<file path="src/rtl/fnpll_pkg.sv">
package fnpll_pkg;

  localparam int XTAL_W  = 26;
  localparam int FREQ_W  = 30;
  localparam int BAND_W  = 3;
  localparam int DIV_W   = 5;
  localparam int INT_W   = 7;
  localparam int FRAC_W  = 20;

  // max pfd is (2 * crystal) / 4, one bit under the crystal width
  localparam int PFD_W   = XTAL_W - 1;

  localparam int FRAC_BITS_DEF = 19;

  localparam logic [XTAL_W-1:0] XTAL_RESET = XTAL_W'(30000000);

  // band thresholds, exclusive upper edge of each band
  localparam logic [FREQ_W-1:0] THR_BAND1 = FREQ_W'(705000000);
  localparam logic [FREQ_W-1:0] THR_BAND2 = FREQ_W'(525000000);
  localparam logic [FREQ_W-1:0] THR_BAND3 = FREQ_W'(353000000);
  localparam logic [FREQ_W-1:0] THR_BAND4 = FREQ_W'(239000000);
  localparam logic [FREQ_W-1:0] THR_BAND5 = FREQ_W'(177000000);

  localparam logic [BAND_W-1:0] BAND_0 = 3'd0;
  localparam logic [BAND_W-1:0] BAND_1 = 3'd1;
  localparam logic [BAND_W-1:0] BAND_2 = 3'd2;
  localparam logic [BAND_W-1:0] BAND_3 = 3'd3;
  localparam logic [BAND_W-1:0] BAND_4 = 3'd4;
  localparam logic [BAND_W-1:0] BAND_5 = 3'd5;

  localparam logic [DIV_W-1:0] DIV_0 = 5'd4;
  localparam logic [DIV_W-1:0] DIV_1 = 5'd6;
  localparam logic [DIV_W-1:0] DIV_2 = 5'd8;
  localparam logic [DIV_W-1:0] DIV_3 = 5'd12;
  localparam logic [DIV_W-1:0] DIV_4 = 5'd16;
  localparam logic [DIV_W-1:0] DIV_5 = 5'd24;

  // floor(x / 3) = (x * RECIP3) >> RECIP3_SHIFT for any x below 2^28
  localparam int                RECIP3_W     = 28;
  localparam logic [RECIP3_W-1:0] RECIP3     = 28'hAAAAAAB;
  localparam int                RECIP3_SHIFT = 29;
  localparam int                PROD_W       = XTAL_W + RECIP3_W;

  localparam logic [INT_W-1:0]  INT_MAX   = 7'd127;
  localparam logic [FREQ_W-1:0] WHOLE_MAX = FREQ_W'(128);

  typedef struct packed {
    logic              valid;
    logic [BAND_W-1:0] band;
    logic [DIV_W-1:0]  div;
    logic              zero;
  } side_t;

endpackage

</file>
<file path="src/rtl/fnpll_front.sv">
module fnpll_front #(
  parameter int FRAC_BITS = fnpll_pkg::FRAC_BITS_DEF,
  localparam int NW       = fnpll_pkg::FREQ_W + FRAC_BITS
) (
  input  logic                             clk_i,
  input  logic                             rst_ni,
  input  logic                             accept_i,
  input  logic [fnpll_pkg::FREQ_W-1:0]     freq_i,
  input  logic [fnpll_pkg::XTAL_W-1:0]     xtal_i,
  output fnpll_pkg::side_t                 side_o,
  output logic [fnpll_pkg::PFD_W-1:0]      rem_o,
  output logic [NW-1:0]                    nq_o,
  output logic [fnpll_pkg::PFD_W-1:0]      d_o
);

  logic                          v0_q;
  logic [fnpll_pkg::FREQ_W-1:0]  freq0_q;

  logic [fnpll_pkg::BAND_W-1:0]  band;
  logic [fnpll_pkg::DIV_W-1:0]   div;
  logic [2:0]                    sh;
  logic                          by3;
  logic [fnpll_pkg::XTAL_W:0]    two_x;
  logic [fnpll_pkg::XTAL_W-1:0]  x;
  logic [fnpll_pkg::PROD_W-1:0]  prod;

  logic                          v1_q;
  logic [fnpll_pkg::BAND_W-1:0]  band1_q;
  logic [fnpll_pkg::DIV_W-1:0]   div1_q;
  logic                          by3_q;
  logic [fnpll_pkg::XTAL_W-1:0]  x1_q;
  logic [fnpll_pkg::PROD_W-1:0]  prod_q;
  logic [fnpll_pkg::FREQ_W-1:0]  freq1_q;
  logic [fnpll_pkg::PFD_W-1:0]   pfd;

  always_ff @(posedge clk_i or negedge rst_ni) begin
    if (!rst_ni) begin
      v0_q <= 1'b0;
      v1_q <= 1'b0;
    end else begin
      v0_q <= accept_i;
      v1_q <= v0_q;
    end
  end

  always_ff @(posedge clk_i) begin
    if (accept_i) begin
      freq0_q <= freq_i;
    end
    band1_q <= band;
    div1_q  <= div;
    by3_q   <= by3;
    x1_q    <= x;
    prod_q  <= prod;
    freq1_q <= freq0_q;
  end

  // pick band by threshold, then split the divider into a shift and an optional /3
  always_comb begin
    band = fnpll_pkg::BAND_0;
    if (freq0_q < fnpll_pkg::THR_BAND1) band = fnpll_pkg::BAND_1;
    if (freq0_q < fnpll_pkg::THR_BAND2) band = fnpll_pkg::BAND_2;
    if (freq0_q < fnpll_pkg::THR_BAND3) band = fnpll_pkg::BAND_3;
    if (freq0_q < fnpll_pkg::THR_BAND4) band = fnpll_pkg::BAND_4;
    if (freq0_q < fnpll_pkg::THR_BAND5) band = fnpll_pkg::BAND_5;
  end

  always_comb begin
    case (band)
      fnpll_pkg::BAND_1: begin div = fnpll_pkg::DIV_1; sh = 3'd1; by3 = 1'b1; end
      fnpll_pkg::BAND_2: begin div = fnpll_pkg::DIV_2; sh = 3'd3; by3 = 1'b0; end
      fnpll_pkg::BAND_3: begin div = fnpll_pkg::DIV_3; sh = 3'd2; by3 = 1'b1; end
      fnpll_pkg::BAND_4: begin div = fnpll_pkg::DIV_4; sh = 3'd4; by3 = 1'b0; end
      fnpll_pkg::BAND_5: begin div = fnpll_pkg::DIV_5; sh = 3'd3; by3 = 1'b1; end
      default:           begin div = fnpll_pkg::DIV_0; sh = 3'd2; by3 = 1'b0; end
    endcase
  end

  assign two_x = {xtal_i, 1'b0};
  assign x     = fnpll_pkg::XTAL_W'(two_x >> sh);
  assign prod  = fnpll_pkg::PROD_W'(x) * fnpll_pkg::PROD_W'(fnpll_pkg::RECIP3);

  assign pfd = by3_q ? prod_q[fnpll_pkg::RECIP3_SHIFT +: fnpll_pkg::PFD_W]
                     : x1_q[fnpll_pkg::PFD_W-1:0];

  always_comb begin
    side_o.valid = v1_q;
    side_o.band  = band1_q;
    side_o.div   = div1_q;
    side_o.zero  = (pfd == '0);
  end

  assign rem_o = '0;
  assign nq_o  = {freq1_q, {FRAC_BITS{1'b0}}};
  assign d_o   = pfd;

endmodule

</file>
<file path="config.mk">
export PLATFORM = sky130hd
export DESIGN_NAME = fnpll_front
export DESIGN_NICKNAME = d
export VERILOG_FILES = /design/src/rtl/fnpll_pkg.sv /design/src/rtl/fnpll_front.sv
export SDC_FILE = /design/constraint.sdc
export NUM_CORES = 1
export LEC_CHECK = 0
export BUFFER_PORTS_ARGS = -buffer_cell sky130_fd_sc_hd__clkbuf_2
export CORE_AREA = 4 4 167 169
export CTS_CLUSTER_DIAMETER = 100
export CTS_CLUSTER_SIZE = 10
export DETAILED_ROUTE_END_ITERATION = 8
export DIE_AREA = 0 0 171 173
export GPL_TIMING_DRIVEN = 0
export MAX_ROUTING_LAYER = met4
export PLACE_DENSITY = 0.78
export SLEW_MARGIN = 10
export SYNTH_ARGS = -nofsm -noshare
export SYNTH_HDL_FRONTEND = slang
export SYNTH_SLANG_ARGS = --single-unit
</file>
<file path="constraint.sdc">
create_clock -name clk_i -period 13.4 [get_ports clk_i]
set_input_delay 2.68 -clock clk_i [delete_from_list [all_inputs] [get_ports clk_i]]
set_output_delay 2.68 -clock clk_i [all_outputs]
set_load 0.01 [all_outputs]
</file>
==> key figures <==
Yosys
  – YS warnings: 0
  – Syn avg cell area: 9.77 um2
  – FF+latch count, synth: 120
  – Post-synth EDFFs: 30
  – Synthesized area: 14400 um2
  – Top cells by area, synth: fa_1 26%, ha_1 18%, dfxtp_1 12%
  – Cell count after synthesis: 1475
  – Main synth FF type: dfxtp_1
  – Top cell type's share of synthesized area: 0.257
  – FFs w/ async S/R, synth: 0.0167
  – Post-synthesis cell type count: 76
  – Synth area leader: fa_1
  – Register area share after synthesis: 0.188

Clocking
  – Setup Buffers After CTS: 0
  – Number of H-tree levels: 4
  – CTS tree: built
  – Clock root cell: clkbuf_16
  – CTS Buffer Depth: 2
  – CTS buffer count: 17
  – Clock Latency Late Sink: 0.41 ns
  – Cts hold-fix bufs: 0
  – Clock slew at reported path FFs: 0.06 ns
  – Sink Count: 120
  – Post-CTS Resized: 0

STA
  – Unrepaired setup endpoints after global routing: no
  – Clk_skew: 0.0103 ns
  – Fin crit period: 11.65 ns
  – Worst Tran Pin Value: 0.973 ns
  – Period utilization: 0.870
  – Endpoints failing setup: 0
  – Slew margin rel.: 0.351
  – Final hold violation count: 0
  – Fmax: 0.0858 GHz
  – Final Max Slew Viols: 0
  – Sum Neg Setup Slack: 0 ns

Critical path
  – FF-to-FF Start: freq0_q[29]
  – Crit path from: freq0_q[29]
  – CP most frequent cell: inv_1
  – CP max stage cell: o21ai_0
  – Startpoint Class: flop
  – Crit end category: flop
  – CP Max Fanout: 10
  – Critical Path RT: 13.68 ns
  – Setup Crit Path Kind: flop to flop
  – CP peak stage delay: 0.74 ns
  – Critical Path AT: 11.93 ns

Global route
  – GRT met2 Usage: 0.424
  – Antenna violations before repair: 2
  – Total GRT Usage: 0.256
  – First-pass GRT wire length: 58400 um
  – GRT busiest layer: met2
  – Vias in the first global route: 11400
  – Largest net degree at the start of global routing: 32
  – Grt ovf: 0
  – GR Util met1: 0.320
  – Met3 GRT Util: 0.0402

Outcome
  – Outcome: finished clean

Die
  – DIE AREA: 29600 um2
  – Core area: 26600 um2
  – Die Wd: 171 um
  – Die height: 173 um
  – Initial core utilization: 0.542
  – Row count: 60
  – IO Count: 168

Placed design
  – Area after DPL: 15600 um2
  – Gpl congestion: 0.933
  – PortBufs: 122
  – Detailed placer's ending HPWL: 31500 um
  – Placed cells: 1982

Finish
  – P&R area growth vs syn: 12.1%
  – Layout net count: 2106
  – Multi-input logic area: 10200 um2
  – Final Instance Count excl. Fillers: 2015
  – FILL cells: 2219
  – Share of layout cells above drive strength 1: 0.154
  – Design area: 16200 um2
  – Commonest cells after routing, fill and taps aside: 337 x inv_1, 202 x ha_1, 185 x fa_1, 122 x clkbuf_2, 88 x dfxtp_1
  – Sequential Area: 2710 um2
  – Most common cell after layout, fill and taps aside: inv_1

Drt
  – Post-route ant nets: 0
  – Drt via density: 5.39
  – DRC viols: 0
  – Post-Route WL: 36400 um
  – DR vias: 10900
  – WL/cell: 18.0 um
  – First drt pass iteration count: 5
  – DR iter-0 viols: 900

Hold path
  – Hold WC Path Type: flop to flop
  – HP Start: freq0_q[4]

Flow run
  – Total of max-cap violations: 0
-- layout make-up --
type	instances	area share
multi-input cells	994	0.629
flip-flops and latches	120	0.168
diodes	1	0.000155
plain buffers	67	0.0263
repair buffers	122	0.0378
well taps	341	0.0264
inverters	338	0.0785
clock inverters	14	0.00705
clock buffers	18	0.0266
-- layer usage --
metal / vias to the layer above / share of wire
li1: 5145 / -
met1: 5285 / 0.42
met2: 377 / 0.48
met3: 61 / 0.068
met4: 0 / 0.029
met5: - / 0
-- cells by family after synthesis --
kind of cell    Yosys count  synth area share
buf+inv                 405             0.118
fa+ha+maj               387             0.433
simple gates            236            0.0831
compound gates          222             0.105
flops                   120             0.188
mux                      77            0.0570
xor+xnor                 27            0.0164
other cells               1          0.000260
-- worst paths after layout --
path / to / slack [ns] / depth (start not counted)
max in group asynchronous: v1_q / 11.25 / 1
min: freq1_q[4] / 0.34 / 0
max reg2reg: prod_q[53] / 1.75 / 36
max: prod_q[53] / 1.75 / 36
min reg2reg: freq1_q[4] / 0.34 / 0
min in group asynchronous: v0_q / 2.05 / 1
-- per-stage QoR --
stage | util | setup slack (ns) | hold slack, ns
after global placement | 0.587 | 1.75 | 0.324
after CTS | 0.608 | 1.83 | 0.340
after floorplan | - | 3.73 | 0.323
final | 0.608 | 1.75 | 0.338
after global routing | 0.608 | 1.28 | 0.342
after detailed placement | 0.587 | 1.87 | 0.329
-- cell usage after synthesis, types with 10 or more instances --
cell and n:
inv_1 337, ha_1 202, fa_1 185, dfxtp_1 88, a21oi_1 71, nand2_1 71, buf_4 46, mux2_2 40
a21o_1 38, nor2_1 38, mux2i_1 37, edfxtp_1 30, o21ai_0 29, nand3_1 26, xnor2_1 20, clkbuf_1 17
nand4_1 17, nor3_1 14, o21bai_1 13, and3_1 10
-- worst max-delay path: cells and delay by family, from the launching register on --
family / cells / cell delay, ns
adders and majority gates: 8 / 3.97
AOI/OAI and AO/OA: 10 / 3.09
and+or+nand+nor: 10 / 2.55
buffers and inverters: 7 / 1.15
DFF: 1 / 0.50
muxes: 1 / 0.25
-- state kept, by name, indices dropped and copies added (netlist names) --
signal / flops
freq1_q: 30
v1_q: 1
band1_q: 3
freq0_q: 30
div1_q: 4
v0_q: 1
x1_q: 24
by3_q: 1
prod_q: 26
Power is left out: the tool's default activity adds up to more than one toggle a clock period on the data nets, which glitch-free logic cannot reach.
