[config.mk]
export PLATFORM = sky130hd
export DESIGN_NAME = fnpll_div_cell
export DESIGN_NICKNAME = d
export VERILOG_FILES = /design/src/rtl/fnpll_pkg.sv /design/src/rtl/fnpll_div_cell.sv
export SDC_FILE = /design/constraint.sdc
export NUM_CORES = 1
export LEC_CHECK = 0
export BUFFER_PORTS_ARGS = -buffer_cell sky130_fd_sc_hd__buf_4
export CORE_ASPECT_RATIO = 0.6
export CORE_UTILIZATION = 44
export DETAILED_ROUTE_END_ITERATION = 10
export GPL_TIMING_DRIVEN = 0
export PLACE_DENSITY = 0.79
export SYNTH_ARGS = -nofsm -noshare
export SYNTH_HDL_FRONTEND = slang
export SYNTH_SLANG_ARGS = --single-unit
export TNS_END_PERCENT = 1
[constraint.sdc]
create_clock -name clk_i -period 0.8 [get_ports clk_i]
set_clock_uncertainty 0.1 [all_clocks]
set_input_delay 0.08 -clock clk_i [delete_from_list [all_inputs] [get_ports clk_i]]
set_output_delay 0.08 -clock clk_i [all_outputs]
set_load 0.005 [all_outputs]
[src/rtl/fnpll_pkg.sv]
package fnpll_pkg;

  localparam int XTAL_W  = 26;
  localparam int FREQ_W  = 30;
  localparam int BAND_W  = 3;
  localparam int DIV_W   = 5;
  localparam int INT_W   = 7;
  localparam int FRAC_W  = 20;

  // max pfd is (2 * crystal) / 4, one bit under the crystal width
  localparam int PFD_W   = XTAL_W - 1;

  localparam int FRAC_BITS_DEF = 19;

  localparam logic [XTAL_W-1:0] XTAL_RESET = XTAL_W'(30000000);

  // band thresholds, exclusive upper edge of each band
  localparam logic [FREQ_W-1:0] THR_BAND1 = FREQ_W'(705000000);
  localparam logic [FREQ_W-1:0] THR_BAND2 = FREQ_W'(525000000);
  localparam logic [FREQ_W-1:0] THR_BAND3 = FREQ_W'(353000000);
  localparam logic [FREQ_W-1:0] THR_BAND4 = FREQ_W'(239000000);
  localparam logic [FREQ_W-1:0] THR_BAND5 = FREQ_W'(177000000);

  localparam logic [BAND_W-1:0] BAND_0 = 3'd0;
  localparam logic [BAND_W-1:0] BAND_1 = 3'd1;
  localparam logic [BAND_W-1:0] BAND_2 = 3'd2;
  localparam logic [BAND_W-1:0] BAND_3 = 3'd3;
  localparam logic [BAND_W-1:0] BAND_4 = 3'd4;
  localparam logic [BAND_W-1:0] BAND_5 = 3'd5;

  localparam logic [DIV_W-1:0] DIV_0 = 5'd4;
  localparam logic [DIV_W-1:0] DIV_1 = 5'd6;
  localparam logic [DIV_W-1:0] DIV_2 = 5'd8;
  localparam logic [DIV_W-1:0] DIV_3 = 5'd12;
  localparam logic [DIV_W-1:0] DIV_4 = 5'd16;
  localparam logic [DIV_W-1:0] DIV_5 = 5'd24;

  // floor(x / 3) = (x * RECIP3) >> RECIP3_SHIFT for any x below 2^28
  localparam int                RECIP3_W     = 28;
  localparam logic [RECIP3_W-1:0] RECIP3     = 28'hAAAAAAB;
  localparam int                RECIP3_SHIFT = 29;
  localparam int                PROD_W       = XTAL_W + RECIP3_W;

  localparam logic [INT_W-1:0]  INT_MAX   = 7'd127;
  localparam logic [FREQ_W-1:0] WHOLE_MAX = FREQ_W'(128);

  typedef struct packed {
    logic              valid;
    logic [BAND_W-1:0] band;
    logic [DIV_W-1:0]  div;
    logic              zero;
  } side_t;

endpackage

[src/rtl/fnpll_div_cell.sv]
module fnpll_div_cell #(
  parameter int NW = fnpll_pkg::FREQ_W + fnpll_pkg::FRAC_BITS_DEF
) (
  input  logic                         clk_i,
  input  logic                         rst_ni,
  input  fnpll_pkg::side_t             side_i,
  input  logic [fnpll_pkg::PFD_W-1:0]  rem_i,
  input  logic [NW-1:0]                nq_i,
  input  logic [fnpll_pkg::PFD_W-1:0]  d_i,
  output fnpll_pkg::side_t             side_o,
  output logic [fnpll_pkg::PFD_W-1:0]  rem_o,
  output logic [NW-1:0]                nq_o,
  output logic [fnpll_pkg::PFD_W-1:0]  d_o
);

  logic [fnpll_pkg::PFD_W:0]    rem_sh;
  logic                         ge;
  logic [fnpll_pkg::PFD_W:0]    diff;
  fnpll_pkg::side_t             side_q;
  logic [fnpll_pkg::PFD_W-1:0]  rem_q;
  logic [NW-1:0]                nq_q;
  logic [fnpll_pkg::PFD_W-1:0]  d_q;

  // shift in the next dividend bit, subtract when it fits
  assign rem_sh = {rem_i, nq_i[NW-1]};
  assign ge     = rem_sh >= {1'b0, d_i};
  assign diff   = rem_sh - {1'b0, d_i};

  always_ff @(posedge clk_i or negedge rst_ni) begin
    if (!rst_ni) begin
      side_q <= '0;
    end else begin
      side_q <= side_i;
    end
  end

  always_ff @(posedge clk_i) begin
    rem_q <= ge ? diff[fnpll_pkg::PFD_W-1:0] : rem_sh[fnpll_pkg::PFD_W-1:0];
    nq_q  <= {nq_i[NW-2:0], ge};
    d_q   <= d_i;
  end

  assign side_o = side_q;
  assign rem_o  = rem_q;
  assign nq_o   = nq_q;
  assign d_o    = d_q;

endmodule

==> flow_summary.ini, run 1 <==
[clock_network]
cts_buffers = 9
clk_pin_slew_ns = 0.08
clock_sinks = 109
cts_tree = built
clk_path_buf_depth = 2
htree_levels = 3
root_buffer = clkbuf_16
holdBufCountCts = 84

[placed_design]
dpl_cell_area_um2 = 5850
place_hpwl_mm = 8.74
port_buffers = 219
place_congestion = 0.869
placedCellCount = 690
dp_slack_ns = -2.36

[sta]
fin_hold_ws_ns = -0.242
rsz0062_at_grt = yes
final-setup-viol-count = 135
clock.fmax_mhz = 392
fin_setup_tns_ns = -62.25
final-max-slew-violation-count = 0
period_needed_ns = 2.55
fin_crit_sh = 3.19
worst_pin_slew_ns = 0.642
hold_violations = 25
setup_ws_ns = -1.75
relSlewSlack = 0.572

[critical_path]
crit_end = rem_o[13]
crit_required_ns = 0.94
cp_slowest_cell = a2111o_1
critPathLaunchType = input pin
arrival_ns = 2.69
critPathMaxStageDelay_ns = 0.46
end_kind = flip-flop
worstPathCellList = buf_12 > inv_12 > ha_4 > inv_2 > fa_2 > a21o_1 > a311o_1 > nor2b_4 > a2111o_1 > and3_4 > nor2_8 > inv_6 > buf_12 > mux2_4
critical-path-top-delay-family = compound AO/OA/AOI/OAI gates
path_buf_inv = 5
path_max_fanout = 5
cp.depth = 14
critPathLaunch = nq_i[48]
crit_path_frequent_cell = buf_12
crit_type = in -> reg

[layout]
nNetsFinal = 823
drive_gt1_frac = 0.457
areaGrowthSynthToFinish_pct = 82.0
layout_commonest_cell = buf_4
mostFrequentLayoutCells = buf_4 (189), dlygate4sd3_1 (84), dfxtp_1 (72), buf_6 (42), inv_1 (28)
finalInstanceArea_um2 = 7360
final_cells = 804

[power_and_ir_drop]
ir_worst_vdd_mv = 1.41
power_density_nw_per_um2 = 1940
power_leakage_uw = 0.00353
intPower_uw = 10400
p_seq_frac = 0.431
p_clk_frac = 0.309
switching_power_uw = 3920
combinationalPowerShare = 0.260
swShare = 0.274

[global_route]
grt_use_total = 0.297
grt_max_degree = 21
grt_first_pass_wirelength_mm = 21.7
grt-ovfl-total = 0
antenna_found_initial = 1
grt_pass1_vias = 4117

[routing]
drt_first_iter_violations = 206
vias = 4011
wire_per_inst_um = 18.3
wl_mm = 14.7
first_pass_iters = 5
drc = 0
ant_nets = 0
post_drt_via_cell_ratio = 4.99

[yosys]
synth_edf_count = 0
syn_area_per_cell_um2 = 11.3
yosys_register_bits = 109
synth_area_um2 = 4040
yosys_warnings = 0
syn_nets = 496
synth_cell_types = 53
synth-main-ff-cell = dfxtp_1
synthesis.instances = 359
async_reset_ff_frac = 0.0917
ys_seq_area_frac = 0.552

[die]
initial_core_util = 0.464
core_um2 = 8720
row_count = 26
io_pins = 220
dieArea_um2 = 9590
die_w_um = 126
dieHeight_um = 76.2

[hold_path]
hold_path.class = in -> reg

[job]
max_cap_violations = 0

[outcome]
violations = negative hold slack, negative setup slack
status = complete, but fails checks
-- how the worst min path moves through the flow --
stage	from	endpoint	slack [ns]	depth (start not counted)
2_1_floorplan	rst_ni	side_o[0]	-0.32	0
3_3_place_gp	rst_ni	side_o[9]	-0.19	1
3_5_place_dp	rst_ni	side_o[9]	-0.19	1
4_1_cts	d_i[0]	d_o[0]	-0.25	1
5_1_grt	d_i[0]	d_o[0]	-0.25	1
6_report	d_i[0]	d_o[0]	-0.24	1
-- cell families after synthesis --
| family | after synthesis | share of synthesized area |
|---|---|---|
| flops | 109 | 0.552 |
| xor+xnor | 22 | 0.0477 |
| simple gates | 68 | 0.0907 |
| mux | 18 | 0.0610 |
| compound gates | 75 | 0.121 |
| fa+ha+maj | 26 | 0.0823 |
| buf+inv | 41 | 0.0455 |
-- routing by layer --
metal,track usage,vias up,share of wire
li1,-,1895,-
met2,0.522,178,0.51
met5,0,-,0
met3,0.0878,22,0.078
met4,0.0892,0,0.019
met1,0.350,1916,0.39
-- power by group through the flow --
| stage | Sequential (µW) | Clock (µW) | Combinational (µW) |
|---|---|---|---|
| after global placement | 6180 | 0 | 2920 |
| after floorplan | 6250 | 0 | 1370 |
| after detailed placement | 6190 | 0 | 2960 |
| after CTS | 6090 | 4440 | 3530 |
| after global routing | 6190 | 4770 | 3950 |
| final | 6150 | 4420 | 3710 |
-- through the flow --
step / util / total power, µW
floorplan: - / 7620
global placement: 0.671 / 9100
detailed placement: 0.671 / 9150
CTS: 0.830 / 14100
global route: 0.844 / 14900
finish: 0.844 / 14300
-- cell usage after synthesis (all sizes together), types with 2 or more instances --
library cell	instances	area, µm²
dfxtp	99	1980
inv	31	119
a21oi	27	135
ha	25	313
xnor2	19	166
mux2	17	236
nand2	14	52.6
nor2	13	65.1
nor3	13	65.1
dfrtp	10	250
o21ai	10	50.0
a21o	7	52.6
clkbuf	6	22.5
a211oi	5	37.5
nand4	5	31.3
and3	4	25.0
buf	4	42.5
nand2b	4	25.0
nand3	4	20.0
nor2b	4	32.5
o21a	4	30.0
a31o	3	26.3
a31oi	3	18.8
xor2	3	26.3
a211o	2	17.5
o211ai	2	15.0
or3	2	12.5
-- sequential cells by signal, summed over array words and instances (netlist names) --
name and flops:
d_o 25, rem_o 25, nq_o 49, side_o 10
-- what timing repair did --
action                     CTS  global route
setup endpoints to repair  135           135
setup buffers               10             3
hold endpoints to repair   118            25
pin swaps                    6             5
cloned                       1             0
gates resized for setup     41            45
-- area by class of cell --
cell class	instances	area, µm²
Antenna cell	1	2.50
Buffer	9	62.6
Clock buffer	9	225
Clock inverter	7	67.6
Fill cell	481	1360
Inverter	31	134
Multi-Input combinational cell	209	1680
Sequential cell	109	2270
Tap cell	112	140
Timing Repair Buffer	317	2780
(Power assumes the default switching activity.)
==> inputs of run 2 (changes only) <==
--- a/config.mk
+++ b/config.mk
@@ -7,10 +7,10 @@
 export LEC_CHECK = 0
 export BUFFER_PORTS_ARGS = -buffer_cell sky130_fd_sc_hd__buf_4
 export CORE_ASPECT_RATIO = 0.6
-export CORE_UTILIZATION = 44
+export CORE_UTILIZATION = 40
 export DETAILED_ROUTE_END_ITERATION = 10
 export GPL_TIMING_DRIVEN = 0
-export PLACE_DENSITY = 0.79
+export PLACE_DENSITY = 0.76
 export SYNTH_ARGS = -nofsm -noshare
 export SYNTH_HDL_FRONTEND = slang
 export SYNTH_SLANG_ARGS = --single-unit
==> constraint.sdc (replaced) <==
create_clock -name clk_i -period 2.1 [get_ports clk_i]
set_clock_uncertainty 0.1 [all_clocks]
set_input_delay 0.21 -clock clk_i [delete_from_list [all_inputs] [get_ports clk_i]]
set_output_delay 0.21 -clock clk_i [all_outputs]
set_load 0.005 [all_outputs]
==> flow_summary.ini, run 2 (synthesis gave the netlist of run 1 again) <==
[outcome]
status = complete, but fails checks
violations = negative setup slack

[critical_path]
cp_slowest_cell = a2111o_1
critPathMaxStageDelay_ns = 0.48
arrival_ns = 2.86
crit_required_ns = 2.23
critPathLaunchType = input pin
path_max_fanout = 5
crit_path_frequent_cell = buf_12
crit_type = in -> reg
end_kind = flip-flop
worstPathCellList = buf_12 > inv_12 > ha_4 > inv_2 > fa_2 > a21o_1 > a311o_1 > nor2b_4 > a2111o_1 > and3_4 > nor2_8 > inv_8 > buf_12 > mux2_4

[routing]
post_drt_via_cell_ratio = 4.84
wire_per_inst_um = 16.1
drt_first_iter_violations = 250
first_pass_iters = 6
ant_nets = 0
wl_mm = 13.3
drc = 0
vias = 4007

[placed_design]
dpl_cell_area_um2 = 5880
port_buffers = 219
place_hpwl_mm = 9.05
placedCellCount = 708
place_congestion = 0.897

[power_and_ir_drop]
ir_worst_vdd_mv = 0.429
switching_power_uw = 1390
swShare = 0.262
power_density_nw_per_um2 = 729
power.total_uw = 5280
intPower_uw = 3890
combinationalPowerShare = 0.257
p_seq_frac = 0.439
p_clk_frac = 0.305
power_leakage_uw = 0.00350

[layout]
mostFrequentLayoutCells = buf_4 (229), dfxtp_1 (99), dlygate4sd3_1 (92), inv_1 (28), a21oi_1 (25)
finalInstanceArea_um2 = 7240
nNetsFinal = 829
postLayoutCoreUtil = 0.763
final_cells = 828
multi_input_comb_area_um2 = 1670
layout_commonest_cell = buf_4
drive_gt1_frac = 0.406
area.sequential_um2 = 2230
fill_cells = 646
largest_reg_flops = 49
areaGrowthSynthToFinish_pct = 79.2

[sta]
period_needed_ns = 2.73
fin_hold_ws_ns = 0.0117
clock.fmax_mhz = 367
hold_violations = 0
worst_pin_slew_ns = 0.616
final-max-slew-violation-count = 0
final-setup-viol-count = 26
fin_crit_sh = 1.30
relSlewSlack = 0.585
setup_ws_ns = -0.627
rsz0062_at_grt = yes

[hold_path]
hold_path.class = in -> reg

[die]
dieHeight_um = 79.9
row_count = 27
io_pins = 220
core_um2 = 9490
die_w_um = 132
initial_core_util = 0.426
dieArea_um2 = 10500

[clock_network]
htree_levels = 3
clk_path_buf_depth = 2
cts_buffers = 9
clock_sinks = 109
root_buffer = clkbuf_16
clk_pin_slew_ns = 0.07
cts_tree = built

[global_route]
grt_use_total = 0.249
grt-ovfl-total = 0
grt_pass1_vias = 4029
antenna_found_initial = 0
grt_max_degree = 21
grt_first_pass_wirelength_mm = 20.2

[job]
max_cap_violations = 0
## run 2: cell types whose count changed in the layout (fill, tap and decap cells not counted), sizes merged
cell         previous run  this run
buf                   236       234
clkbuf                 15        16
clkinv                  4         3
clkinvlp                0         1
dlygate4sd3            84        92
inv                    34        33
## run 2: final timing paths
check | start | slack, ns | to | depth (start not counted)
max in group asynchronous | rst_ni | 1.59 | side_o[0] | 2
max | nq_i[48] | -0.63 | rem_o[10] | 14
min in group asynchronous | rst_ni | 0.16 | side_o[8] | 2
min | rem_i[3] | 0.01 | rem_o[4] | 2
## run 2: layout make-up
class | instances | area share
Antenna cell | 1 | 0.000345
Multi-Input combinational cell | 209 | 0.231
Timing Repair Buffer | 323 | 0.371
Clock inverter | 6 | 0.00777
Inverter | 31 | 0.0188
Sequential cell | 109 | 0.308
Clock buffer | 10 | 0.0316
Buffer | 9 | 0.00933
Tap cell | 130 | 0.0225
## run 2: per-stage QoR
stage / TNS, ns / worst slack [ns]
after global routing: -15.19 / -0.648
after detailed placement: -27.51 / -1.20
after CTS: -11.48 / -0.533
final: -14.39 / -0.627
after floorplan: -17.97 / -0.820
after global placement: -27.20 / -1.18
## run 2: power by group through the flow
| stage | Clock [µW] | Sequential (µW) | Combinational [µW] |
|---|---|---|---|
| global route | 1740 | 2330 | 1450 |
| CTS | 1650 | 2310 | 1320 |
| detailed placement | 0 | 2360 | 1130 |
| finish | 1610 | 2320 | 1350 |
| floorplan | 0 | 2380 | 521 |
| global placement | 0 | 2360 | 1110 |
## run 2: layer usage
layer / global-route usage / wire (µm)
met1: 0.310 / 5520
met2: 0.432 / 6650
met3: 0.0622 / 962
met4: 0.0686 / 195
met5: 0 / 0
## run 2: repair_timing
action / in CTS / in global routing
hold buffers: 92 / 0
gates cloned: 1 / 0
pin swaps: 5 / 6
resized for setup: 10 / 5
buffers inserted: 8 / 3
setup endpoints to repair: 26 / 26
hold endpoints to repair: 101 / 0
## run 2: critical path, delay by kind of cell
kind,cells,cell delay [ns]
AOI/OAI and AO/OA,3,0.97
adders and majority gates,2,0.50
buffers and inverters,5,0.40
muxes,1,0.29
and+or+nand+nor,3,0.48
==> inputs of run 3 (changes only) <==
--- a/config.mk
+++ b/config.mk
@@ -11,6 +11,7 @@
 export DETAILED_ROUTE_END_ITERATION = 10
 export GPL_TIMING_DRIVEN = 0
 export PLACE_DENSITY = 0.76
+export RECOVER_POWER = 25
 export SYNTH_ARGS = -nofsm -noshare
 export SYNTH_HDL_FRONTEND = slang
 export SYNTH_SLANG_ARGS = --single-unit
==> flow_summary.ini, run 3 (synthesis gave the netlist of run 1 again) <==
[sta]
final-max-slew-violation-count = 0
rsz0062_at_grt = yes
worst_pin_slew_ns = 0.607
setup_ws_ns = -0.630
final-setup-viol-count = 26
fin_hold_ws_ns = 0.0155
fin_crit_sh = 1.30
clock.fmax_mhz = 366
hold_violations = 0
relSlewSlack = 0.591
fin_setup_tns_ns = -14.44
period_needed_ns = 2.73

[layout]
postLayoutCoreUtil = 0.762
areaGrowthSynthToFinish_pct = 78.8
finalInstanceArea_um2 = 7230
nNetsFinal = 829
final_cells = 828
layout_commonest_cell = buf_4
fill_cells = 652
drive_gt1_frac = 0.400
mostFrequentLayoutCells = buf_4 (188), dfxtp_1 (99), dlygate4sd3_1 (92), clkbuf_4 (37), inv_1 (28)
largest_reg_flops = 49

[die]
core_um2 = 9490
initial_core_util = 0.426
row_count = 27
io_pins = 220
die_w_um = 132
dieHeight_um = 79.9
dieArea_um2 = 10500

[critical_path]
end_kind = flip-flop
crit_type = in -> reg
arrival_ns = 2.86
critPathLaunchType = input pin
crit_required_ns = 2.23
path_max_fanout = 5

[placed_design]
dpl_cell_area_um2 = 5880
port_buffers = 219
place_congestion = 0.897
place_hpwl_mm = 9.05
placedCellCount = 708

[outcome]
violations = negative setup slack
status = complete, but fails checks

[clock_network]
cts_buffers = 9
cts_tree = built
clk_pin_slew_ns = 0.07
root_buffer = clkbuf_16
clk_path_buf_depth = 2
clock_sinks = 109
htree_levels = 3

[power_and_ir_drop]
intPower_uw = 3890
switching_power_uw = 1380
p_seq_frac = 0.440
swShare = 0.261
power_density_nw_per_um2 = 728
p_clk_frac = 0.305
power_leakage_uw = 0.00348
combinationalPowerShare = 0.255
ir_worst_vdd_mv = 0.426

[routing]
vias = 3970
wl_mm = 13.3
post_drt_via_cell_ratio = 4.79
ant_nets = 0
drc = 0
drt_first_iter_violations = 230
first_pass_iters = 4
wire_per_inst_um = 16.0

[global_route]
grt-ovfl-total = 0
grt_pass1_vias = 4029
grt_max_degree = 21
grt_use_total = 0.249
antenna_found_initial = 0
grt_first_pass_wirelength_mm = 20.2

[hold_path]
hold_path.class = in -> reg

[job]
max_cap_violations = 0
run 3: changes by cell type in the layout (fill, tap and decap cells not counted):
cell	before	now
buf_4	229	188
clkbuf_4	0	37
clkbuf_1	7	11
run 3: per-stage QoR:
step / power (µW) / worst slack [ns]
floorplan: 2900 / -0.820
global placement: 3470 / -1.18
detailed placement: 3490 / -1.20
CTS: 5290 / -0.533
global route: 5520 / -0.648
finish: 5260 / -0.630
run 3: final cells by class:
class,count,area [µm²],share of cell area
clock buffer,10,229,0.0317
tap,130,163,0.0225
clock inverter,6,56.3,0.00779
buffer,9,67.6,0.00935
sequential,109,2230,0.309
antenna,1,2.50,0.000346
inverter,31,136,0.0189
timing repair buffer,323,2670,0.370
multi-input combinational,209,1670,0.231
run 3: critical path: stages:
cell	delay, ns
buf_12	0.11
inv_12	0.04
ha_4	0.12
inv_2	0.04
fa_2	0.38
a21o_1	0.21
a311o_1	0.28
nor2b_4	0.14
a2111o_1	0.48
and3_4	0.20
nor2_8	0.14
inv_8	0.07
buf_12	0.14
mux2_4	0.30
run 3: power groups by stage:
| stage | sequential [µW] | clock [µW] | combinational (µW) |
|---|---|---|---|
| after floorplan | 2380 | 0 | 521 |
| final | 2320 | 1600 | 1340 |
| after CTS | 2310 | 1650 | 1320 |
| after global placement | 2360 | 0 | 1110 |
| after global routing | 2330 | 1740 | 1450 |
| after detailed placement | 2360 | 0 | 1130 |
run 3: timing repair:
item	CTS	global route
pin swaps	5	6
resized for setup	10	5
hold buffers	92	0
cloned	1	0
setup buffers	8	3
endpoints found under the hold margin	101	0
setup endpoints to repair	26	26
run 3: worst paths after layout:
check	from	depth (start not counted)	slack, ns	endpoint
worst min-delay path	rem_i[3]	2	0.02	rem_o[4]
worst max-delay path	nq_i[48]	14	-0.63	rem_o[10]
min in group asynchronous	rst_ni	2	0.30	side_o[4]
max in group asynchronous	rst_ni	2	1.22	side_o[0]
run 3: routing by layer:
| layer | vias to the layer above | global-route usage | part of all wire |
|---|---|---|---|
| li1 | 1911 | - | - |
| met1 | 1867 | 0.310 | 0.41 |
| met2 | 178 | 0.432 | 0.50 |
| met3 | 14 | 0.0622 | 0.081 |
| met4 | 0 | 0.0686 | 0.011 |
| met5 | - | 0 | 0 |
