==> src/rtl/fnpll_pkg.sv <==
package fnpll_pkg;

  localparam int XTAL_W  = 26;
  localparam int FREQ_W  = 30;
  localparam int BAND_W  = 3;
  localparam int DIV_W   = 5;
  localparam int INT_W   = 7;
  localparam int FRAC_W  = 20;

  // max pfd is (2 * crystal) / 4, one bit under the crystal width
  localparam int PFD_W   = XTAL_W - 1;

  localparam int FRAC_BITS_DEF = 19;

  localparam logic [XTAL_W-1:0] XTAL_RESET = XTAL_W'(30000000);

  // band thresholds, exclusive upper edge of each band
  localparam logic [FREQ_W-1:0] THR_BAND1 = FREQ_W'(705000000);
  localparam logic [FREQ_W-1:0] THR_BAND2 = FREQ_W'(525000000);
  localparam logic [FREQ_W-1:0] THR_BAND3 = FREQ_W'(353000000);
  localparam logic [FREQ_W-1:0] THR_BAND4 = FREQ_W'(239000000);
  localparam logic [FREQ_W-1:0] THR_BAND5 = FREQ_W'(177000000);

  localparam logic [BAND_W-1:0] BAND_0 = 3'd0;
  localparam logic [BAND_W-1:0] BAND_1 = 3'd1;
  localparam logic [BAND_W-1:0] BAND_2 = 3'd2;
  localparam logic [BAND_W-1:0] BAND_3 = 3'd3;
  localparam logic [BAND_W-1:0] BAND_4 = 3'd4;
  localparam logic [BAND_W-1:0] BAND_5 = 3'd5;

  localparam logic [DIV_W-1:0] DIV_0 = 5'd4;
  localparam logic [DIV_W-1:0] DIV_1 = 5'd6;
  localparam logic [DIV_W-1:0] DIV_2 = 5'd8;
  localparam logic [DIV_W-1:0] DIV_3 = 5'd12;
  localparam logic [DIV_W-1:0] DIV_4 = 5'd16;
  localparam logic [DIV_W-1:0] DIV_5 = 5'd24;

  // floor(x / 3) = (x * RECIP3) >> RECIP3_SHIFT for any x below 2^28
  localparam int                RECIP3_W     = 28;
  localparam logic [RECIP3_W-1:0] RECIP3     = 28'hAAAAAAB;
  localparam int                RECIP3_SHIFT = 29;
  localparam int                PROD_W       = XTAL_W + RECIP3_W;

  localparam logic [INT_W-1:0]  INT_MAX   = 7'd127;
  localparam logic [FREQ_W-1:0] WHOLE_MAX = FREQ_W'(128);

  typedef struct packed {
    logic              valid;
    logic [BAND_W-1:0] band;
    logic [DIV_W-1:0]  div;
    logic              zero;
  } side_t;

endpackage

==> src/rtl/fnpll_back.sv <==
module fnpll_back #(
  parameter int FRAC_BITS = fnpll_pkg::FRAC_BITS_DEF,
  localparam int NW       = fnpll_pkg::FREQ_W + FRAC_BITS
) (
  input  logic                          clk_i,
  input  logic                          rst_ni,
  input  fnpll_pkg::side_t              side_i,
  input  logic [NW-1:0]                 q_i,
  output logic                          valid_o,
  output logic [fnpll_pkg::BAND_W-1:0]  band_o,
  output logic [fnpll_pkg::DIV_W-1:0]   div_o,
  output logic [fnpll_pkg::INT_W-1:0]   int_o,
  output logic [fnpll_pkg::FRAC_W-1:0]  frac_o,
  output logic                          err_o
);

  logic [fnpll_pkg::FREQ_W-1:0]  whole;
  logic [FRAC_BITS:0]            frac_full;
  logic [fnpll_pkg::FREQ_W-1:0]  whole_m1;
  logic [fnpll_pkg::INT_W-1:0]   int_d;
  logic [fnpll_pkg::FRAC_W-1:0]  frac_d;
  logic                          err_d;
  logic                          valid_q;
  logic [fnpll_pkg::BAND_W-1:0]  band_q;
  logic [fnpll_pkg::DIV_W-1:0]   div_q;
  logic [fnpll_pkg::INT_W-1:0]   int_q;
  logic [fnpll_pkg::FRAC_W-1:0]  frac_q;
  logic                          err_q;

  assign whole     = q_i[NW-1:FRAC_BITS];
  assign whole_m1  = whole - fnpll_pkg::FREQ_W'(1);
  assign frac_full = {1'b1, q_i[FRAC_BITS-1:0]};

  always_comb begin
    frac_d = fnpll_pkg::FRAC_W'(frac_full);
    if (side_i.zero) begin
      int_d  = fnpll_pkg::INT_MAX;
      frac_d = '0;
      err_d  = 1'b1;
    end else if (whole == '0) begin
      int_d = '0;
      err_d = 1'b1;
    end else if (whole > fnpll_pkg::WHOLE_MAX) begin
      int_d = fnpll_pkg::INT_MAX;
      err_d = 1'b1;
    end else begin
      int_d = whole_m1[fnpll_pkg::INT_W-1:0];
      err_d = 1'b0;
    end
  end

  always_ff @(posedge clk_i or negedge rst_ni) begin
    if (!rst_ni) begin
      valid_q <= 1'b0;
    end else begin
      valid_q <= side_i.valid;
    end
  end

  always_ff @(posedge clk_i) begin
    band_q <= side_i.band;
    div_q  <= side_i.div;
    int_q  <= int_d;
    frac_q <= frac_d;
    err_q  <= err_d;
  end

  assign valid_o = valid_q;
  assign band_o  = band_q;
  assign div_o   = div_q;
  assign int_o   = int_q;
  assign frac_o  = frac_q;
  assign err_o   = err_q;

endmodule

==> config.mk <==
export PLATFORM = sky130hd
export DESIGN_NAME = fnpll_back
export DESIGN_NICKNAME = d
export VERILOG_FILES = /design/src/rtl/fnpll_pkg.sv /design/src/rtl/fnpll_back.sv
export SDC_FILE = /design/constraint.sdc
export NUM_CORES = 1
export LEC_CHECK = 0
export BUFFER_PORTS_ARGS = -buffer_cell sky130_fd_sc_hd__buf_2
export CAP_MARGIN = 25
export CORE_UTILIZATION = 37
export CTS_CLUSTER_DIAMETER = 120
export DETAILED_ROUTE_END_ITERATION = 16
export PLACE_DENSITY = 0.8
export SLEW_MARGIN = 15
export SYNTH_ARGS = -nofsm -noshare
export SYNTH_HDL_FRONTEND = slang
export SYNTH_SLANG_ARGS = --single-unit
==> constraint.sdc <==
create_clock -name clk_i -period 0.8 [get_ports clk_i]
set_input_delay 0.04 -clock clk_i [delete_from_list [all_inputs] [get_ports clk_i]]
set_output_delay 0.04 -clock clk_i [all_outputs]
set_load 0.1 [all_outputs]
==> flow_summary.yaml, run 1 <==
run_status:
  status: "stopped before the end"
  haltStage: "clock tree synthesis"
  toolErrorMsg: "[ERROR DPL-0038] Utilization greater than 100%, impossible to legalize"
place:
  dp_hpwl_mm: 3.57
  io_buffer_count: 97
  gp_congestion: 0.777
  dp_worst_setup_slack_ps: -563
synth:
  post_synth.cell_area_avg_sq_um: 11.2
  yosys_reg_bits: 37
  synth_fa_ha_area_share_pct: 1.09
  synth_simple_gate_area_share_pct: 21.7
  synthMuxAreaShare_pct: 0
  synth_compound_area_share_pct: 6.86
  mappedNetlistArea_sq_um: 1150
  largest_family_of_logic_cells_by_synthesized_area: "simple AND/OR/NAND/NOR gates"
  synth_xor_xnor_area_share_pct: 2.29
  ys_seq_area_share_pct: 64.9
  yosys_warnings: 0
  gate_count_after_technology_mapping: 103
  synthesis.nets: 165
  yosysUniqueCellTypes: 22
floorplanning:
  placementRows: 19
  starting_density_of_the_core_pct: 40.3
  die_w_microns: 57.7
  io_pins: 98
  floorplan.die.height_microns: 57.7
cts:
  cts_max_level: 2
  cts_hold_repair.buffers: 30
  clock_tree_buffer_depth: 2
  cts_resized: 30
  cts_setup_buffers: 4
  cts.root.buffer_cell: "sky130_fd_sc_hd__clkbuf_4"
  numCtsBuffers: 5
  clkSinkCount: 37
## synthesized netlist by cell type
master | number | area share (%)
sky130_fd_sc_hd__nor3_1 | 2 | 0.87
sky130_fd_sc_hd__nand3_1 | 1 | 0.43
sky130_fd_sc_hd__nor3b_2 | 1 | 1.1
sky130_fd_sc_hd__dfxtp_1 | 36 | 63
sky130_fd_sc_hd__nor2b_1 | 19 | 10
sky130_fd_sc_hd__a21oi_1 | 5 | 2.2
sky130_fd_sc_hd__nor2_1 | 6 | 2.0
sky130_fd_sc_hd__and2_1 | 1 | 0.54
sky130_fd_sc_hd__nand4_1 | 1 | 0.54
sky130_fd_sc_hd__xor2_1 | 3 | 2.3
sky130_fd_sc_hd__ha_1 | 1 | 1.1
sky130_fd_sc_hd__inv_1 | 4 | 1.3
sky130_fd_sc_hd__or2_2 | 1 | 0.54
sky130_fd_sc_hd__nand3b_2 | 1 | 0.98
sky130_fd_sc_hd__a2111o_1 | 3 | 2.9
sky130_fd_sc_hd__dfrtp_1 | 1 | 2.2
sky130_fd_sc_hd__o21ai_0 | 4 | 1.7
sky130_fd_sc_hd__nand2_1 | 3 | 0.98
sky130_fd_sc_hd__nand3b_1 | 1 | 0.65
sky130_fd_sc_hd__clkbuf_1 | 3 | 0.98
sky130_fd_sc_hd__nor4_1 | 5 | 2.7
sky130_fd_sc_hd__buf_6 | 1 | 0.98
## metrics by stage
step	instance area (sq um)	hold WS, ps	setup TNS (ps)	cells	util [%]
floorplan	1240	-256	-1850	103	-
global placement	2370	-186	-3340	237	83.2
detailed placement	2370	-180	-4090	237	83.2
## cell families after synthesis
logic type,count (synthesis)
adder cells (fa/ha/maj),1
buffers and inverters,8
AND/OR/NAND/NOR,42
flip-flops,37
XOR/XNOR,3
AO/OA/AOI/OAI,12
==> inputs of run 2 (changes only) <==
--- a/config.mk
+++ b/config.mk
@@ -7,10 +7,9 @@
 export LEC_CHECK = 0
 export BUFFER_PORTS_ARGS = -buffer_cell sky130_fd_sc_hd__buf_2
 export CAP_MARGIN = 25
-export CORE_UTILIZATION = 37
-export CTS_CLUSTER_DIAMETER = 120
+export CORE_UTILIZATION = 26
 export DETAILED_ROUTE_END_ITERATION = 16
-export PLACE_DENSITY = 0.8
+export PLACE_DENSITY_LB_ADDON = 0.15
 export SLEW_MARGIN = 15
 export SYNTH_ARGS = -nofsm -noshare
 export SYNTH_HDL_FRONTEND = slang
==> run 2 against run 1 <==
Against the previous run:
- the flow now finishes, with violations (setup timing)
- synthesized cell count unchanged
- synthesized area unchanged
==> flow_summary.yaml, run 2 <==
global_route:
  grt-busiest-layer: "met2"
  initial_antenna_violation_count: 0
  fraction_of_met3_tracks_used_by_global_routing_pct: 6.25
  globalRouteMet2Util_pct: 32.1
  grt_pass1_wl_mm: 5.55
  first_global_vias: 1289
  grt_max_degree: 20
  groute.usage.overall_pct: 16.8
  grt_overflow_total: 0
  groute.layer.met1.usage_pct: 15.4
run:
  max_cap_viol_count: 0
synth:
  synthesis.nets: 165
  synth_common_cells: "sky130_fd_sc_hd__dfxtp_1, sky130_fd_sc_hd__nor2b_1, sky130_fd_sc_hd__nor2_1"
  ys_seq_area_share_pct: 64.9
  mappedNetlistArea_sq_um: 1150
  post-synth-top-count-cell: "sky130_fd_sc_hd__dfxtp_1"
  yosysUniqueCellTypes: 22
  largest_family_of_logic_cells_by_synthesized_area: "simple AND/OR/NAND/NOR gates"
  ys_async_sr_fraction_pct: 2.70
  top_area_cells_in_the_synthesized_netlist: "sky130_fd_sc_hd__dfxtp_1, sky130_fd_sc_hd__nor2b_1, sky130_fd_sc_hd__a2111o_1, sky130_fd_sc_hd__nor4_1, sky130_fd_sc_hd__xor2_1"
  synthMuxAreaShare_pct: 0
  synth_edf_count: 0
  post_synth.cell_area_avg_sq_um: 11.2
  gate_count_after_technology_mapping: 103
  synth_xor_xnor_area_share_pct: 2.29
  synth_top_cell_by_area: "sky130_fd_sc_hd__dfxtp_1"
  yosys_reg_bits: 37
  synth_fa_ha_area_share_pct: 1.09
  synth_simple_gate_area_share_pct: 21.7
  synth_compound_area_share_pct: 6.86
  yosys_most_used_dff: "sky130_fd_sc_hd__dfxtp_1"
  synth_largest_type_area_fraction_pct: 62.7
  yosys_warnings: 0
cts:
  numCtsBuffers: 5
  clkSinkCount: 37
  cts.root.buffer_cell: "sky130_fd_sc_hd__clkbuf_8"
  clock_tree_buffer_depth: 2
  cts_max_level: 2
  clk_pin_slew_worst_paths_ps: 70
  cts_hold_repair.buffers: 30
  cts_tree: "yes"
sta:
  max_clk_rate_ghz: 1.04
  ratio_of_final_minimum_period_to_clock_period_pct: 120
  setup_violations: 45
  min_period_ps: 959
  report.final.hold_viol_count: 0
  max_slew_margin_pct: 82.2
  grt_setup_unrepaired: "true"
  post-route-worst-setup-slack_ps: -159
  total_count_of_max_transition_violations_in_the_final_report: 0
  worst_slew_pin_slew_ps: 267
route:
  drc_errors: 0
  antenna_left: 0
  detail_route.iter0.violations: 8
  post_drt_wl_per_cell_microns: 13.2
  first_pass_iters: 4
  route.detailed.vias_per_inst: 4.28
  routed_wl_mm: 3.86
  total_number_of_vias: 1255
layout:
  fraction_of_final_layout_cells_sized_beyond_drive_strength_1_pct: 67.1
  number_of_nets_in_the_layout: 304
  final_core_utilization_pct: 70.4
  layout.cells.most_common: "sky130_fd_sc_hd__buf_2"
  largest_reg_flops: 20
  areaGrowthSynthToFinish_pct: 152
  layout.cells.most_common_list: "sky130_fd_sc_hd__buf_2, sky130_fd_sc_hd__buf_12, sky130_fd_sc_hd__dfxtp_2, sky130_fd_sc_hd__dlygate4sd3_1, sky130_fd_sc_hd__nor2b_1"
  antenna_cells: 0
power_and_ir_drop:
  power_leakage_nw: 1.30
  powerDensity_nw_per_um2: 1730
  vdd.ir_drop.worst_mv: 1.13
worst_hold_path:
  hold_class: "in2reg"
  timing.hold.worst_endpoint: "int_o[6]$_SDFF_PP1_"
  timing.hold.worst_path_depth: 2
  hp-start: "q_i[25]"
setup_path:
  crit_path_start_kind: "primary input"
  criticalPathCategory: "in2reg"
  critical_path_peak_fanout: 3
  setup.worst_path.end_class: "register"
  worst-endpoint-arrival_ps: 1120
  cp.required_ps: 960
floorplanning:
  floorplan.die.height_microns: 68.5
  placementRows: 23
  die_w_microns: 68.5
  placeableCoreArea_sq_um: 4120
  starting_density_of_the_core_pct: 27.9
  dieArea_sq_um: 4690
  io_pins: 98
place:
  dp_hpwl_mm: 2.70
  io_buffer_count: 97
  dp_worst_setup_slack_ps: -511
  gp_congestion: 0.709
run_status:
  status: "complete, but fails checks"
  failed_checks: "setup timing"
run 2: critical path: stages:
cell                       delay (ps)
sky130_fd_sc_hd__buf_12           110
sky130_fd_sc_hd__inv_12            40
sky130_fd_sc_hd__ha_4             130
sky130_fd_sc_hd__nor3b_4          280
sky130_fd_sc_hd__nand3b_4         110
sky130_fd_sc_hd__a2111o_1         410
run 2: stage by stage:
stage / instance area (sq um) / setup TNS [ps] / hold WS [ps] / cells / total power [W]
global route: 2900 / -3800 / -5.40 / 293 / 0.00519
finish: 2900 / -2170 / 5.63 / 293 / 0.00500
CTS: 2850 / -2760 / -3.15 / 292 / 0.00504
detailed placement: 2380 / -4000 / -182 / 254 / 0.00325
global placement: 2380 / -3460 / -185 / 254 / 0.00323
floorplan: 1240 / -1850 / -256 / 103 / 0.00268
run 2: where the power goes:
| group | internal [W] | switching, W | leakage (nW) |
|---|---|---|---|
| Clock | 0.00102 | 0.000619 | 0.0585 |
| Combinational | 0.000601 | 0.000766 | 0.929 |
| Sequential | 0.00194 | 0.0000645 | 0.311 |
run 2: routing by layer:
metal | vias up | wire length, microns
met5 | - | 0
met4 | 0 | 65
met3 | 7 | 354
met2 | 72 | 2090
met1 | 558 | 1350
li1 | 618 | -
run 2: kinds of logic (layout without fill, tap and decap cells):
kind of cell | Yosys count | after routing
xor+xnor | 3 | 3
flops | 37 | 37
buf+inv | 8 | 148
fa+ha+maj | 1 | 1
simple gates | 42 | 42
compound gates | 12 | 12
run 2: cell type report:
| class | instances | area (sq um) |
|---|---|---|
| repair buffers | 136 | 1460 |
| clock buffers | 7 | 86.3 |
| multi-input cells | 58 | 437 |
| inverters | 4 | 35.0 |
| clock inverters | 1 | 30.0 |
| well taps | 50 | 62.6 |
| fillers | 302 | 1220 |
| flip-flops and latches | 37 | 791 |
run 2: worst max path at each step:
stage | start | end | slack [ps] | cells after the start
6_report | q_i[20] | int_o[4]$_SDFF_PP1_ | -160 | 6
5_1_grt | q_i[20] | int_o[4]$_SDFF_PP1_ | -210 | 6
4_1_cts | q_i[19] | int_o[4]$_SDFF_PP1_ | -150 | 6
3_5_place_dp | q_i[20] | int_o[1]$_SDFF_PP1_ | -510 | 8
3_3_place_gp | q_i[20] | int_o[4]$_SDFF_PP1_ | -460 | 6
2_1_floorplan | q_i[20] | int_o[4]$_SDFF_PP1_ | -380 | 6
run 2: repair_timing:
| action | 4_1_cts | 5_1_grt |
|---|---|---|
| resized for setup | 12 | 8 |
| endpoints found under the setup margin | 45 | 45 |
| cloned | 0 | 0 |
| pin swaps | 6 | 8 |
| buffers inserted | 0 | 1 |
| hold endpoints to repair | 30 | 1 |
Power figures use the tool's default switching activity.
==> inputs of run 3 (changes only) <==
==> constraint.sdc (replaced) <==
create_clock -name clk_i -period 0.8 [get_ports clk_i]
set_input_delay 0.04 -clock clk_i [delete_from_list [all_inputs] [get_ports clk_i]]
set_output_delay 0.04 -clock clk_i [all_outputs]
set_load 0.01 [all_outputs]
==> run 3 against run 2 <==
Against the previous run:
- the flow still finishes with violations (setup timing)
- clock power about the same
- critical endpoint unchanged
- core utilization shrank 13 points
- non-clock buffer count rose by 4
- sequential share of layout area increased by 4.5 points
==> flow_summary.yaml, run 3 (same netlist as run 2, synthesis figures left out) <==
run_status:
  status: "complete, but fails checks"
  failed_checks: "setup timing"
floorplanning:
  placementRows: 23
  placeableCoreArea_sq_um: 4120
  die_w_microns: 68.5
  starting_density_of_the_core_pct: 27.9
  io_pins: 98
  floorplan.die.height_microns: 68.5
  dieArea_sq_um: 4690
sta:
  grt_setup_unrepaired: "true"
  worst_slew_pin_slew_ps: 257
  ratio_of_final_minimum_period_to_clock_period_pct: 115
  report.final.hold_viol_count: 0
  total_count_of_max_transition_violations_in_the_final_report: 0
  post-route-worst-setup-slack_ps: -117
  setup_violations: 9
  setup_total_negative_slack_ps: -571
  hold-worst-slack_ps: 1.40
  min_period_ps: 917
  max_clk_rate_ghz: 1.09
  max_slew_margin_pct: 82.8
layout:
  largest_reg_flops: 20
  layout.cells.most_common: "sky130_fd_sc_hd__buf_2"
  fraction_of_final_layout_cells_sized_beyond_drive_strength_1_pct: 57.1
  layout.cells.non_filler: 297
  areaGrowthSynthToFinish_pct: 106
  antenna_cells: 0
  layout.cells.most_common_list: "sky130_fd_sc_hd__buf_2, sky130_fd_sc_hd__dfxtp_1, sky130_fd_sc_hd__dlygate4sd3_1, sky130_fd_sc_hd__nor2b_1, sky130_fd_sc_hd__buf_4"
  number_of_nets_in_the_layout: 308
worst_hold_path:
  timing.hold.worst_path_depth: 2
  hold_class: "in2reg"
setup_path:
  crit_path_start_kind: "primary input"
  cp.required_ps: 970
  setup.worst_path.end_class: "register"
  critical_path_peak_fanout: 3
  worst-endpoint-arrival_ps: 1090
  criticalPathCategory: "in2reg"
run:
  max_cap_viol_count: 0
route:
  total_number_of_vias: 1239
  antenna_left: 0
  routed_wl_mm: 3.41
  route.detailed.vias_per_inst: 4.17
  drc_errors: 0
  first_pass_iters: 2
  detail_route.iter0.violations: 45
  post_drt_wl_per_cell_microns: 11.5
global_route:
  first_global_vias: 1181
  initial_antenna_violation_count: 0
  grt_overflow_total: 0
  grt_pass1_wl_mm: 4.96
  groute.usage.overall_pct: 14.9
  grt_max_degree: 21
power_and_ir_drop:
  p_total_w: 0.00421
  vdd.ir_drop.worst_mv: 0.689
  powerDensity_nw_per_um2: 1780
  power_leakage_nw: 1.13
cts:
  numCtsBuffers: 5
  cts_tree: "yes"
  clkSinkCount: 37
  cts.root.buffer_cell: "sky130_fd_sc_hd__clkbuf_8"
  clock_tree_buffer_depth: 2
  clk_pin_slew_worst_paths_ps: 70
  cts_max_level: 2
place:
  placedCellCount: 257
  dp_hpwl_mm: 2.39
  dp_worst_setup_slack_ps: -568
  io_buffer_count: 97
  gp_congestion: 0.710
## run 3: path summary, 6_finish.rpt
path / from / endpoint / slack [ps]
max: q_i[19] / int_o[4]$_SDFF_PP1_ / -120
min: q_i[25] / int_o[6]$_SDFF_PP1_ / 1
max in group asynchronous: rst_ni / valid_o$_DFF_PN0_ / 650
min in group asynchronous: rst_ni / valid_o$_DFF_PN0_ / 60
## run 3: critical path, cell delays in order
cell	delay [ps]
sky130_fd_sc_hd__buf_8	110
sky130_fd_sc_hd__clkinv_8	40
sky130_fd_sc_hd__ha_4	110
sky130_fd_sc_hd__nor3b_4	270
sky130_fd_sc_hd__xor2_1	120
sky130_fd_sc_hd__a2111o_1	410
## run 3: area by class of cell
class	instances	area [sq um]
clock buffers	6	82.6
flip-flops and latches	37	753
fillers	355	1740
well taps	50	62.6
multi-input cells	58	454
repair buffers	140	942
clock inverters	2	37.5
inverters	4	40.0
## run 3: stage by stage
step	utilization, %	area (sq um)
2_1_floorplan	-	1200
3_3_place_gp	44.2	1820
3_5_place_dp	44.2	1820
4_1_cts	56.3	2320
5_1_grt	57.6	2370
6_report	57.6	2370
## run 3: timing repair
action                                  in CTS  in global routing
cloned                                       1                  0
hold buffers                                29                  0
hold endpoints to repair                    30                  0
buffers inserted                             1                  1
endpoints found under the setup margin       9                 16
pin swaps                                   13                  3
gates resized for setup                     18                 14
## run 3: routing by layer
| metal | wire length, microns | GRT usage [%] | part of all wire, % | vias up |
|---|---|---|---|---|
| li1 | - | - | - | 625 |
| met1 | 1210 | 14.2 | 35 | 550 |
| met2 | 1900 | 28.7 | 56 | 60 |
| met3 | 257 | 4.44 | 7.5 | 4 |
| met4 | 46 | 7.03 | 1.3 | 0 |
| met5 | 0 | 0 | 0 | - |
## run 3: power breakdown
part	internal [W]	total (W)	switching (W)
clock network	0.00101	0.00166	0.000647
logic	0.000374	0.000613	0.000238
registers	0.00192	0.00194	0.0000171
